## src/sv/slope_limiter_factor_defines.svh

```systemverilog
// assertion macros shared by the limiter rtl
`ifndef SLOPE_LIMITER_FACTOR_DEFINES_SVH
`define SLOPE_LIMITER_FACTOR_DEFINES_SVH

// same-cycle implication, sampled on clk, quiet during reset
`define SLF_ASSERT_NOW(lbl, ante, cons) \
    lbl: assert property (@(posedge clk) disable iff (!rst_n) (ante) |-> (cons)) \
        else $error("slope limiter check failed");

// next-cycle implication, sampled on clk, quiet during reset
`define SLF_ASSERT_NEXT(lbl, ante, cons) \
    lbl: assert property (@(posedge clk) disable iff (!rst_n) (ante) |=> (cons)) \
        else $error("slope limiter check failed");

`endif

```

## src/sv/slf_pkg.sv

```systemverilog
`default_nettype none

package slf_pkg;

    // value format
    localparam int VALUE_WIDTH  = 32;
    localparam int FRAC_BITS    = 16;

    // derived widths
    localparam int BETA_WIDTH   = 18;
    localparam int FACTOR_WIDTH = FRAC_BITS + 1;
    localparam int DIFF_WIDTH   = VALUE_WIDTH + 1;
    localparam int REM_WIDTH    = DIFF_WIDTH + 1;
    localparam int QUOT_WIDTH   = 2 * FRAC_BITS;
    localparam int RATIO_WIDTH  = QUOT_WIDTH + 1;
    localparam int PROD_WIDTH   = BETA_WIDTH + RATIO_WIDTH;
    localparam int HI_WIDTH     = PROD_WIDTH - FRAC_BITS;
    localparam int CNT_WIDTH    = $clog2(QUOT_WIDTH);

    typedef logic signed [VALUE_WIDTH-1:0] value_t;
    typedef logic [BETA_WIDTH-1:0]         beta_t;
    typedef logic [FACTOR_WIDTH-1:0]       factor_t;
    typedef logic [DIFF_WIDTH-1:0]         diff_t;
    typedef logic [REM_WIDTH-1:0]          rem_t;
    typedef logic [QUOT_WIDTH-1:0]         quot_t;
    typedef logic [RATIO_WIDTH-1:0]        ratio_t;
    typedef logic [PROD_WIDTH-1:0]         prod_t;
    typedef logic [HI_WIDTH-1:0]           hi_t;
    typedef logic [CNT_WIDTH-1:0]          cnt_t;

    // 1.0 in the unsigned factor formats, plus the saturated ratio and the last divider step
    localparam factor_t ONE        = factor_t'(1) << FRAC_BITS;
    localparam ratio_t  RATIO_ONE  = ratio_t'(1) << FRAC_BITS;
    localparam ratio_t  RATIO_CAP  = ratio_t'(1) << QUOT_WIDTH;
    localparam hi_t     HI_ONE     = hi_t'(1) << FRAC_BITS;
    localparam beta_t   BETA_RESET = beta_t'(1) << FRAC_BITS;
    localparam cnt_t    LAST_STEP  = cnt_t'(QUOT_WIDTH - 1);

    // divider status toward the sequencer
    typedef struct packed {
        logic done;
        logic saturated;
    } div_stat_t;

endpackage

`default_nettype wire

```

## src/sv/slope_limiter_factor.sv

```systemverilog
`default_nettype none

// Limiter factor for one cell and field: each request is one nodal value with the
// cell mean and neighbor bounds, and the request flagged last_node returns psi, the
// minimum of the node factors since the previous last node (1.0 if none limited).
// One request is taken at a time. A node inside the bounds, or one whose ratio is
// zero, goes through PREP, MAG, MULT and UPD; a node outside the bounds also goes
// through DIV, whose radix-2 divider finds the 32 quotient bits one a cycle or
// ends at its saturation check. The user must write beta through the cfg channel
// while no request is in flight (unenforced); it is used from the next request on.

`include "slope_limiter_factor_defines.svh"

module slope_limiter_factor (
    input  wire logic            clk,
    input  wire logic            rst_n,
    // input channel
    input  wire logic            in_valid,
    output logic                 in_stall,
    input  wire slf_pkg::value_t node_value,
    input  wire slf_pkg::value_t cell_mean,
    input  wire slf_pkg::value_t bound_high,
    input  wire slf_pkg::value_t bound_low,
    input  wire logic            last_node,
    // output channel
    output logic                 out_valid,
    input  wire logic            out_stall,
    output slf_pkg::factor_t     limiter_factor,
    // configuration
    input  wire logic            cfg_valid,
    output logic                 cfg_ready,
    input  wire slf_pkg::beta_t  beta
);

    typedef enum logic [5:0] {
        S_IDLE = 6'b000001,
        S_PREP = 6'b000010,
        S_MAG  = 6'b000100,
        S_DIV  = 6'b001000,
        S_MULT = 6'b010000,
        S_UPD  = 6'b100000
    } state_t;

    state_t            state_reg, state_next;
    slf_pkg::beta_t    beta_reg;
    slf_pkg::factor_t  running_reg, running_next;
    logic              out_valid_reg, out_valid_next;
    slf_pkg::factor_t  lim_reg, lim_next;

    slf_pkg::value_t   node_reg, mean_reg, bh_reg, bl_reg;
    logic              last_reg;
    slf_pkg::diff_t    num_reg, num_next;
    slf_pkg::diff_t    den_reg, den_next;
    logic              oor_reg, oor_next;
    slf_pkg::ratio_t   r_reg, r_next;
    slf_pkg::factor_t  a_reg, a_next;

    logic              gt, lt;
    slf_pkg::value_t   bound_sel;
    slf_pkg::diff_t    num_c, den_c;
    slf_pkg::diff_t    mag_n, mag_d;
    logic              zero_r;
    logic              div_start;
    slf_pkg::div_stat_t div_stat;
    slf_pkg::quot_t    quotient;
    slf_pkg::prod_t    prod;
    slf_pkg::hi_t      prod_hi;
    slf_pkg::ratio_t   beta_w, b_w, t_w;
    slf_pkg::factor_t  run_min;

    // bound test and signed differences
    always_comb
    begin
        gt        = node_reg > bh_reg;
        lt        = node_reg < bl_reg;
        bound_sel = gt ? bh_reg : bl_reg;
        num_c     = {bound_sel[slf_pkg::VALUE_WIDTH-1], bound_sel}
                  - {mean_reg[slf_pkg::VALUE_WIDTH-1], mean_reg};
        den_c     = {node_reg[slf_pkg::VALUE_WIDTH-1], node_reg}
                  - {mean_reg[slf_pkg::VALUE_WIDTH-1], mean_reg};
    end

    // magnitudes and the cases that force a zero ratio
    always_comb
    begin
        mag_n     = num_reg[slf_pkg::DIFF_WIDTH-1] ? (~num_reg + 1'b1) : num_reg;
        mag_d     = den_reg[slf_pkg::DIFF_WIDTH-1] ? (~den_reg + 1'b1) : den_reg;
        zero_r    = (num_reg == '0)
                  || (num_reg[slf_pkg::DIFF_WIDTH-1] != den_reg[slf_pkg::DIFF_WIDTH-1]);
        div_start = (state_reg == S_MAG) && oor_reg && !zero_r;
    end

    slf_divider u_div (
        .clk      (clk),
        .rst_n    (rst_n),
        .start    (div_start),
        .dividend (mag_n),
        .divisor  (mag_d),
        .stat     (div_stat),
        .quotient (quotient)
    );

    // beta * r, clamped to 1.0
    always_comb
    begin
        prod    = {{slf_pkg::RATIO_WIDTH{1'b0}}, beta_reg}
                * {{slf_pkg::BETA_WIDTH{1'b0}}, r_reg};
        prod_hi = prod[slf_pkg::PROD_WIDTH-1:slf_pkg::FRAC_BITS];
        a_next  = (prod_hi > slf_pkg::HI_ONE) ? slf_pkg::ONE
                                               : prod_hi[slf_pkg::FACTOR_WIDTH-1:0];
    end

    // node factor and running minimum
    always_comb
    begin
        beta_w  = slf_pkg::ratio_t'(beta_reg);
        b_w     = (r_reg < beta_w) ? r_reg : beta_w;
        t_w     = (slf_pkg::ratio_t'(a_reg) > b_w) ? slf_pkg::ratio_t'(a_reg) : b_w;
        run_min = (t_w < slf_pkg::ratio_t'(running_reg))
                ? t_w[slf_pkg::FACTOR_WIDTH-1:0] : running_reg;
    end

    // sequencer
    always_comb
    begin
        state_next     = state_reg;
        running_next   = running_reg;
        out_valid_next = out_valid_reg;
        lim_next       = lim_reg;
        num_next       = num_reg;
        den_next       = den_reg;
        oor_next       = oor_reg;
        r_next         = r_reg;

        if (out_valid_reg && !out_stall)
        begin
            out_valid_next = 1'b0;
        end

        case (state_reg)
            S_IDLE:
            begin
                if (in_valid)
                begin
                    state_next = S_PREP;
                end
            end
            S_PREP:
            begin
                num_next   = num_c;
                den_next   = den_c;
                oor_next   = gt || lt;
                state_next = S_MAG;
            end
            S_MAG:
            begin
                if (!oor_reg)
                begin
                    r_next     = slf_pkg::RATIO_ONE;
                    state_next = S_MULT;
                end
                else if (zero_r)
                begin
                    r_next     = '0;
                    state_next = S_MULT;
                end
                else
                begin
                    state_next = S_DIV;
                end
            end
            S_DIV:
            begin
                if (div_stat.done)
                begin
                    r_next     = div_stat.saturated ? slf_pkg::RATIO_CAP
                                                    : {1'b0, quotient};
                    state_next = S_MULT;
                end
            end
            S_MULT:
            begin
                state_next = S_UPD;
            end
            S_UPD:
            begin
                if (!last_reg)
                begin
                    running_next = run_min;
                    state_next   = S_IDLE;
                end
                else if (!out_valid_reg || !out_stall)
                begin
                    lim_next       = run_min;
                    out_valid_next = 1'b1;
                    running_next   = slf_pkg::ONE;
                    state_next     = S_IDLE;
                end
            end
            default:
            begin
                state_next = S_IDLE;
            end
        endcase
    end

    // control registers
    always_ff @(posedge clk or negedge rst_n)
    begin
        if (!rst_n)
        begin
            state_reg     <= S_IDLE;
            beta_reg      <= slf_pkg::BETA_RESET;
            running_reg   <= slf_pkg::ONE;
            out_valid_reg <= 1'b0;
        end
        else
        begin
            state_reg     <= state_next;
            running_reg   <= running_next;
            out_valid_reg <= out_valid_next;
            if (cfg_valid && cfg_ready)
            begin
                beta_reg <= beta;
            end
        end
    end

    // payload registers
    always_ff @(posedge clk)
    begin
        if (state_reg == S_IDLE && in_valid)
        begin
            node_reg <= node_value;
            mean_reg <= cell_mean;
            bh_reg   <= bound_high;
            bl_reg   <= bound_low;
            last_reg <= last_node;
        end
        num_reg <= num_next;
        den_reg <= den_next;
        oor_reg <= oor_next;
        r_reg   <= r_next;
        a_reg   <= a_next;
        lim_reg <= lim_next;
    end

    assign in_stall       = (state_reg != S_IDLE);
    assign out_valid      = out_valid_reg;
    assign limiter_factor = lim_reg;
    assign cfg_ready      = 1'b1;

    // checks
    `SLF_ASSERT_NOW(a_running_le_one, 1'b1, running_reg <= slf_pkg::ONE)
    `SLF_ASSERT_NOW(a_result_le_one, out_valid_reg, lim_reg <= slf_pkg::ONE)
    `SLF_ASSERT_NEXT(a_accept_to_prep, in_valid && !in_stall, state_reg == S_PREP)
    `SLF_ASSERT_NOW(a_div_done_in_div, div_stat.done, state_reg == S_DIV)

endmodule

`default_nettype wire

```

## src/sv/slf_divider.sv

```systemverilog
`default_nettype none

module slf_divider (
    input  wire logic              clk,
    input  wire logic              rst_n,
    input  wire logic              start,
    input  wire slf_pkg::diff_t    dividend,
    input  wire slf_pkg::diff_t    divisor,
    output slf_pkg::div_stat_t     stat,
    output slf_pkg::quot_t         quotient
);

    typedef enum logic [2:0] {
        D_IDLE  = 3'b001,
        D_CHECK = 3'b010,
        D_STEP  = 3'b100
    } dstate_t;

    dstate_t        state_reg, state_next;
    logic           done_reg, done_next;
    logic           sat_reg, sat_next;
    slf_pkg::cnt_t  cnt_reg, cnt_next;
    slf_pkg::rem_t  rem_reg, rem_next;
    slf_pkg::quot_t dvd_reg, dvd_next;
    slf_pkg::diff_t dvs_reg, dvs_next;

    slf_pkg::rem_t  rem_sh;
    slf_pkg::rem_t  rem_sel;
    logic [slf_pkg::REM_WIDTH:0] trial;
    logic           ge;

    // shared subtractor: saturation check, then one quotient bit a cycle
    always_comb
    begin
        rem_sh  = {rem_reg[slf_pkg::REM_WIDTH-2:0], dvd_reg[slf_pkg::QUOT_WIDTH-1]};
        rem_sel = (state_reg == D_CHECK) ? rem_reg : rem_sh;
        trial   = {1'b0, rem_sel} - {2'b00, dvs_reg};
        ge      = ~trial[slf_pkg::REM_WIDTH];
    end

    // sequencer
    always_comb
    begin
        state_next = state_reg;
        done_next  = 1'b0;
        sat_next   = sat_reg;
        cnt_next   = cnt_reg;
        rem_next   = rem_reg;
        dvd_next   = dvd_reg;
        dvs_next   = dvs_reg;
        case (state_reg)
            D_IDLE:
            begin
                if (start)
                begin
                    rem_next   = {1'b0, dividend >> slf_pkg::FRAC_BITS};
                    dvd_next   = {dividend[slf_pkg::FRAC_BITS-1:0],
                                  {slf_pkg::FRAC_BITS{1'b0}}};
                    dvs_next   = divisor;
                    state_next = D_CHECK;
                end
            end
            D_CHECK:
            begin
                // integer part of the ratio would not fit the 16 integer bits of the Q16.16 quotient
                if (ge)
                begin
                    sat_next   = 1'b1;
                    done_next  = 1'b1;
                    state_next = D_IDLE;
                end
                else
                begin
                    sat_next   = 1'b0;
                    cnt_next   = '0;
                    state_next = D_STEP;
                end
            end
            D_STEP:
            begin
                rem_next = ge ? trial[slf_pkg::REM_WIDTH-1:0] : rem_sh;
                dvd_next = {dvd_reg[slf_pkg::QUOT_WIDTH-2:0], ge};
                cnt_next = cnt_reg + 1'b1;
                if (cnt_reg == slf_pkg::LAST_STEP)
                begin
                    done_next  = 1'b1;
                    state_next = D_IDLE;
                end
            end
            default:
            begin
                state_next = D_IDLE;
            end
        endcase
    end

    // control registers
    always_ff @(posedge clk or negedge rst_n)
    begin
        if (!rst_n)
        begin
            state_reg <= D_IDLE;
            done_reg  <= 1'b0;
            sat_reg   <= 1'b0;
            cnt_reg   <= '0;
        end
        else
        begin
            state_reg <= state_next;
            done_reg  <= done_next;
            sat_reg   <= sat_next;
            cnt_reg   <= cnt_next;
        end
    end

    // datapath registers
    always_ff @(posedge clk)
    begin
        rem_reg <= rem_next;
        dvd_reg <= dvd_next;
        dvs_reg <= dvs_next;
    end

    assign stat.done      = done_reg;
    assign stat.saturated = sat_reg;
    assign quotient       = dvd_reg;

endmodule

`default_nettype wire
```

## config.mk

```make
export PLATFORM = sky130hd
export DESIGN_NAME = slope_limiter_factor
export DESIGN_NICKNAME = d
export VERILOG_FILES = /design/src/sv/slf_pkg.sv /design/src/sv/slope_limiter_factor.sv /design/src/sv/slf_divider.sv
export VERILOG_INCLUDE_DIRS = /design/src /design/src/sv
export SDC_FILE = /design/constraint.sdc
export NUM_CORES = 2
export LEC_CHECK = 0
export BUFFER_PORTS_ARGS = -buffer_cell sky130_fd_sc_hd__buf_2
export CELL_PAD_IN_SITES_DETAIL_PLACEMENT = 0
export CELL_PAD_IN_SITES_GLOBAL_PLACEMENT = 1
export CORE_MARGIN = 4
export CORE_UTILIZATION = 30
export CTS_CLUSTER_SIZE = 10
export DETAILED_ROUTE_END_ITERATION = 10
export MAX_ROUTING_LAYER = met4
export PLACE_DENSITY = 0.53
export REMOVE_ABC_BUFFERS = 1
export SKIP_CTS_REPAIR_TIMING = 1
export SLEW_MARGIN = 20
export SYNTH_ARGS = -nofsm -noshare
export SYNTH_HDL_FRONTEND = slang
export SYNTH_HIERARCHICAL = 1
export SYNTH_SLANG_ARGS = --single-unit
```

## constraint.sdc

```tcl
create_clock -name clk -period 9.7 [get_ports clk]
set_clock_uncertainty 0.15 [all_clocks]
set_input_delay 1.94 -clock clk [delete_from_list [all_inputs] [get_ports clk]]
set_output_delay 1.94 -clock clk [all_outputs]
set_load 0.01 [all_outputs]
```

==> flow_summary.json <==
{
  "outcome": "finished clean",
  "reg2reg_depth": 23,
  "start_kind": "flip-flop",
  "largest_reg_flops": 34,
  "ys_ff_latch": 414,
  "cpMaxStageDelayCell": "edfxtp_1",
  "wirelength_um": 129000,
  "worstMarginPinSlew_ps": 1020,
  "drtIter0Drc": 1451,
  "ff_latch_area_mm2": 0.0120,
  "critPathMaxStageDelay_ps": 850,
  "cts-root-buf": "clkbuf_16",
  "grt_pass1_wl_um": 203000,
  "async_reset_ff_share_pct": 12.6,
  "clock.fmax_mhz": 119,
  "fin_ws_ps": 1320,
  "pre_cts_slack_ps": 1220,
  "synth_cell_types": 92,
  "die_w_um": 389,
  "fill_cells": 15000,
  "wire_per_inst_um": 19.6,
  "dp_hpwl_um": 104000,
  "critPathCaptureType": "flip-flop",
  "synth_area_per_cell_um2": 9.57,
  "drv_slew": 0,
  "layout_commonest_cell": "inv_1",
  "grt-ovfl-total": 0,
  "ant_nets": 0,
  "vias": 31000,
  "synthTopCellsByArea": "edfxtp_1 24%, fa_1 23%, ha_1 10%",
  "yosysTopAreaCellShare_pct": 23.8,
  "required_ps": 10080,
  "synth_area_leader_cell": "edfxtp_1",
  "cap_violations": 0,
  "final_hold_viol_count": 0,
  "yosys_warnings": 6,
  "setup_viol": 0,
  "fin_crit_ps": 8380,
  "final_cell_mix": "804 x inv_1, 660 x nand2_1, 497 x fa_1",
  "ios": 172,
  "synth-main-ff-cell": "edfxtp_1",
  "io_buffers": 170,
  "ys_seq_area_share_pct": 27.5,
  "grt_pass1_vias": 33800,
  "antenna_found_initial": 6,
  "hold_class": "reg -> reg",
  "cts.clk_slew.worst_paths_ps": 70,
  "grt_usage_pct": 17.7,
  "vias_per_cell": 4.71,
  "multi_input_area_mm2": 0.0278,
  "initial_utilization_pct": 30.3,
  "place.gp.congestion": 0.876,
  "synth_edf_count": 345,
  "fin_setup_tns_ps": 0,
  "htree_levels": 2,
  "syn_to_final_growth_pct": 10.9,
  "cts_buffers": 52,
  "rows": 139,
  "cpMostUsedCell": "fa_1",
  "relSlewSlack_pct": 31.9,
  "coreArea_mm2": 0.144,
  "clock_latency_ps": 610,
  "cts_tree": "yes",
  "fin_crit_sh_pct": 86.4,
  "grt_max_degree": 78,
  "nets": 5657,
  "dr.pass1.iters": 5,
  "worstSetupPathType": "reg -> reg",
  "drive_gt1_share_pct": 9.03,
  "drc": 0,
  "critPathMaxFanout": 18,
  "critPathArrivalTime_ps": 8760,
  "path_cells": "buf_4 -> nand2_1 -> fa_1 -> inv_1 -> fa_1 -> fa_1 -> fa_1 -> fa_1 -> inv_1 -> fa_1 -> inv_1 -> ha_1 -> nand2_1 -> o21ai_0 -> nor2_1 -> and2_1 -> a21oi_2 -> a31oi_1 -> o311ai_1 -> o211ai_1 -> nor4_1 -> nand4_1 -> nor2_1",
  "synth_cells": 4558,
  "die_area_mm2": 0.152,
  "cts_max_path_buffers": 3,
  "rsz0062_at_grt": "false",
  "die_h_um": 389,
  "cts_sinks": 414,
  "syn_area_mm2": 0.0436,
  "hold_ws_ps": 337,
  "hold_depth": 1
}
-- final cells by class --
class | instances | area share [%]
Clock inverter | 12 | 0.404
Antenna cell | 3 | 0.0155
Multi-Input combinational cell | 3128 | 57.4
Inverter | 804 | 6.24
Sequential cell | 414 | 24.9
Tap cell | 1903 | 4.92
Clock buffer | 72 | 3.04
Timing Repair Buffer | 255 | 3.08
-- worst paths after layout --
path | start | end | slack, ps
max | r_reg[10] | a_reg[8] | 1320
min | u_div/done_reg | state_reg[3] | 340
max reg2reg | r_reg[10] | a_reg[8] | 1320
min reg2reg | u_div/done_reg | state_reg[3] | 340
max in group asynchronous | rst_n | beta_reg[17] | 7470
min in group asynchronous | rst_n | beta_reg[9] | 1350
-- stage by stage --
stage	util, %	instances	area, um2
final	33.6	6591	48400
after detailed placement	32.4	6504	46700
after global routing	33.6	6589	48400
after CTS	33.6	6588	48300
after floorplan	-	4346	42700
after global placement	32.4	6504	46700
-- routing by layer --
layer  share of wire [%]  GRT usage (%)  vias up
met5                   0              -        -
met4                 1.7           3.04        0
met3                 2.9           1.65      123
met2                  49           30.2      441
met1                  46           23.4    15400
li1                    -              -    15100
-- logic make-up (layout without fill, tap and decap cells) --
group / count (synthesis) / after routing / synth area share [%]
XOR/XNOR: 166 / 166 / 3.33
flip-flops: 414 / 414 / 27.5
AND/OR/NAND/NOR: 1338 / 1338 / 14.6
other: 1 / 4 / 0.00860
AO/OA/AOI/OAI: 663 / 663 / 9.93
multiplexers: 110 / 110 / 2.68
buffers and inverters: 1016 / 1143 / 8.95
adder cells (fa/ha/maj): 850 / 850 / 32.9
-- worst max-delay path: cells and delay by family, from the launching register on --
family | cells | cell delay [ps]
and+or+nand+nor | 7 | 1850
buffers and inverters | 4 | 420
adders and majority gates | 7 | 3420
DFF | 1 | 850
AOI/OAI and AO/OA | 5 | 1590
-- Yosys cell counts (45+ instances only) --
master    number
a21o_1        89
a21oi_1      182
and2_1       211
clkbuf_1     184
dfrtp_1       48
edfxtp_1     345
fa_1         497
ha_1         353
inv_1        804
mux2_2        51
mux2i_1       58
nand2_1      660
nand3_1       49
nand4_1       45
nor2_1       147
o21ai_0      133
xnor2_1      130
Power is left out: the tool's default activity adds up to more than one toggle a clock period on the data nets, which glitch-free logic cannot reach.
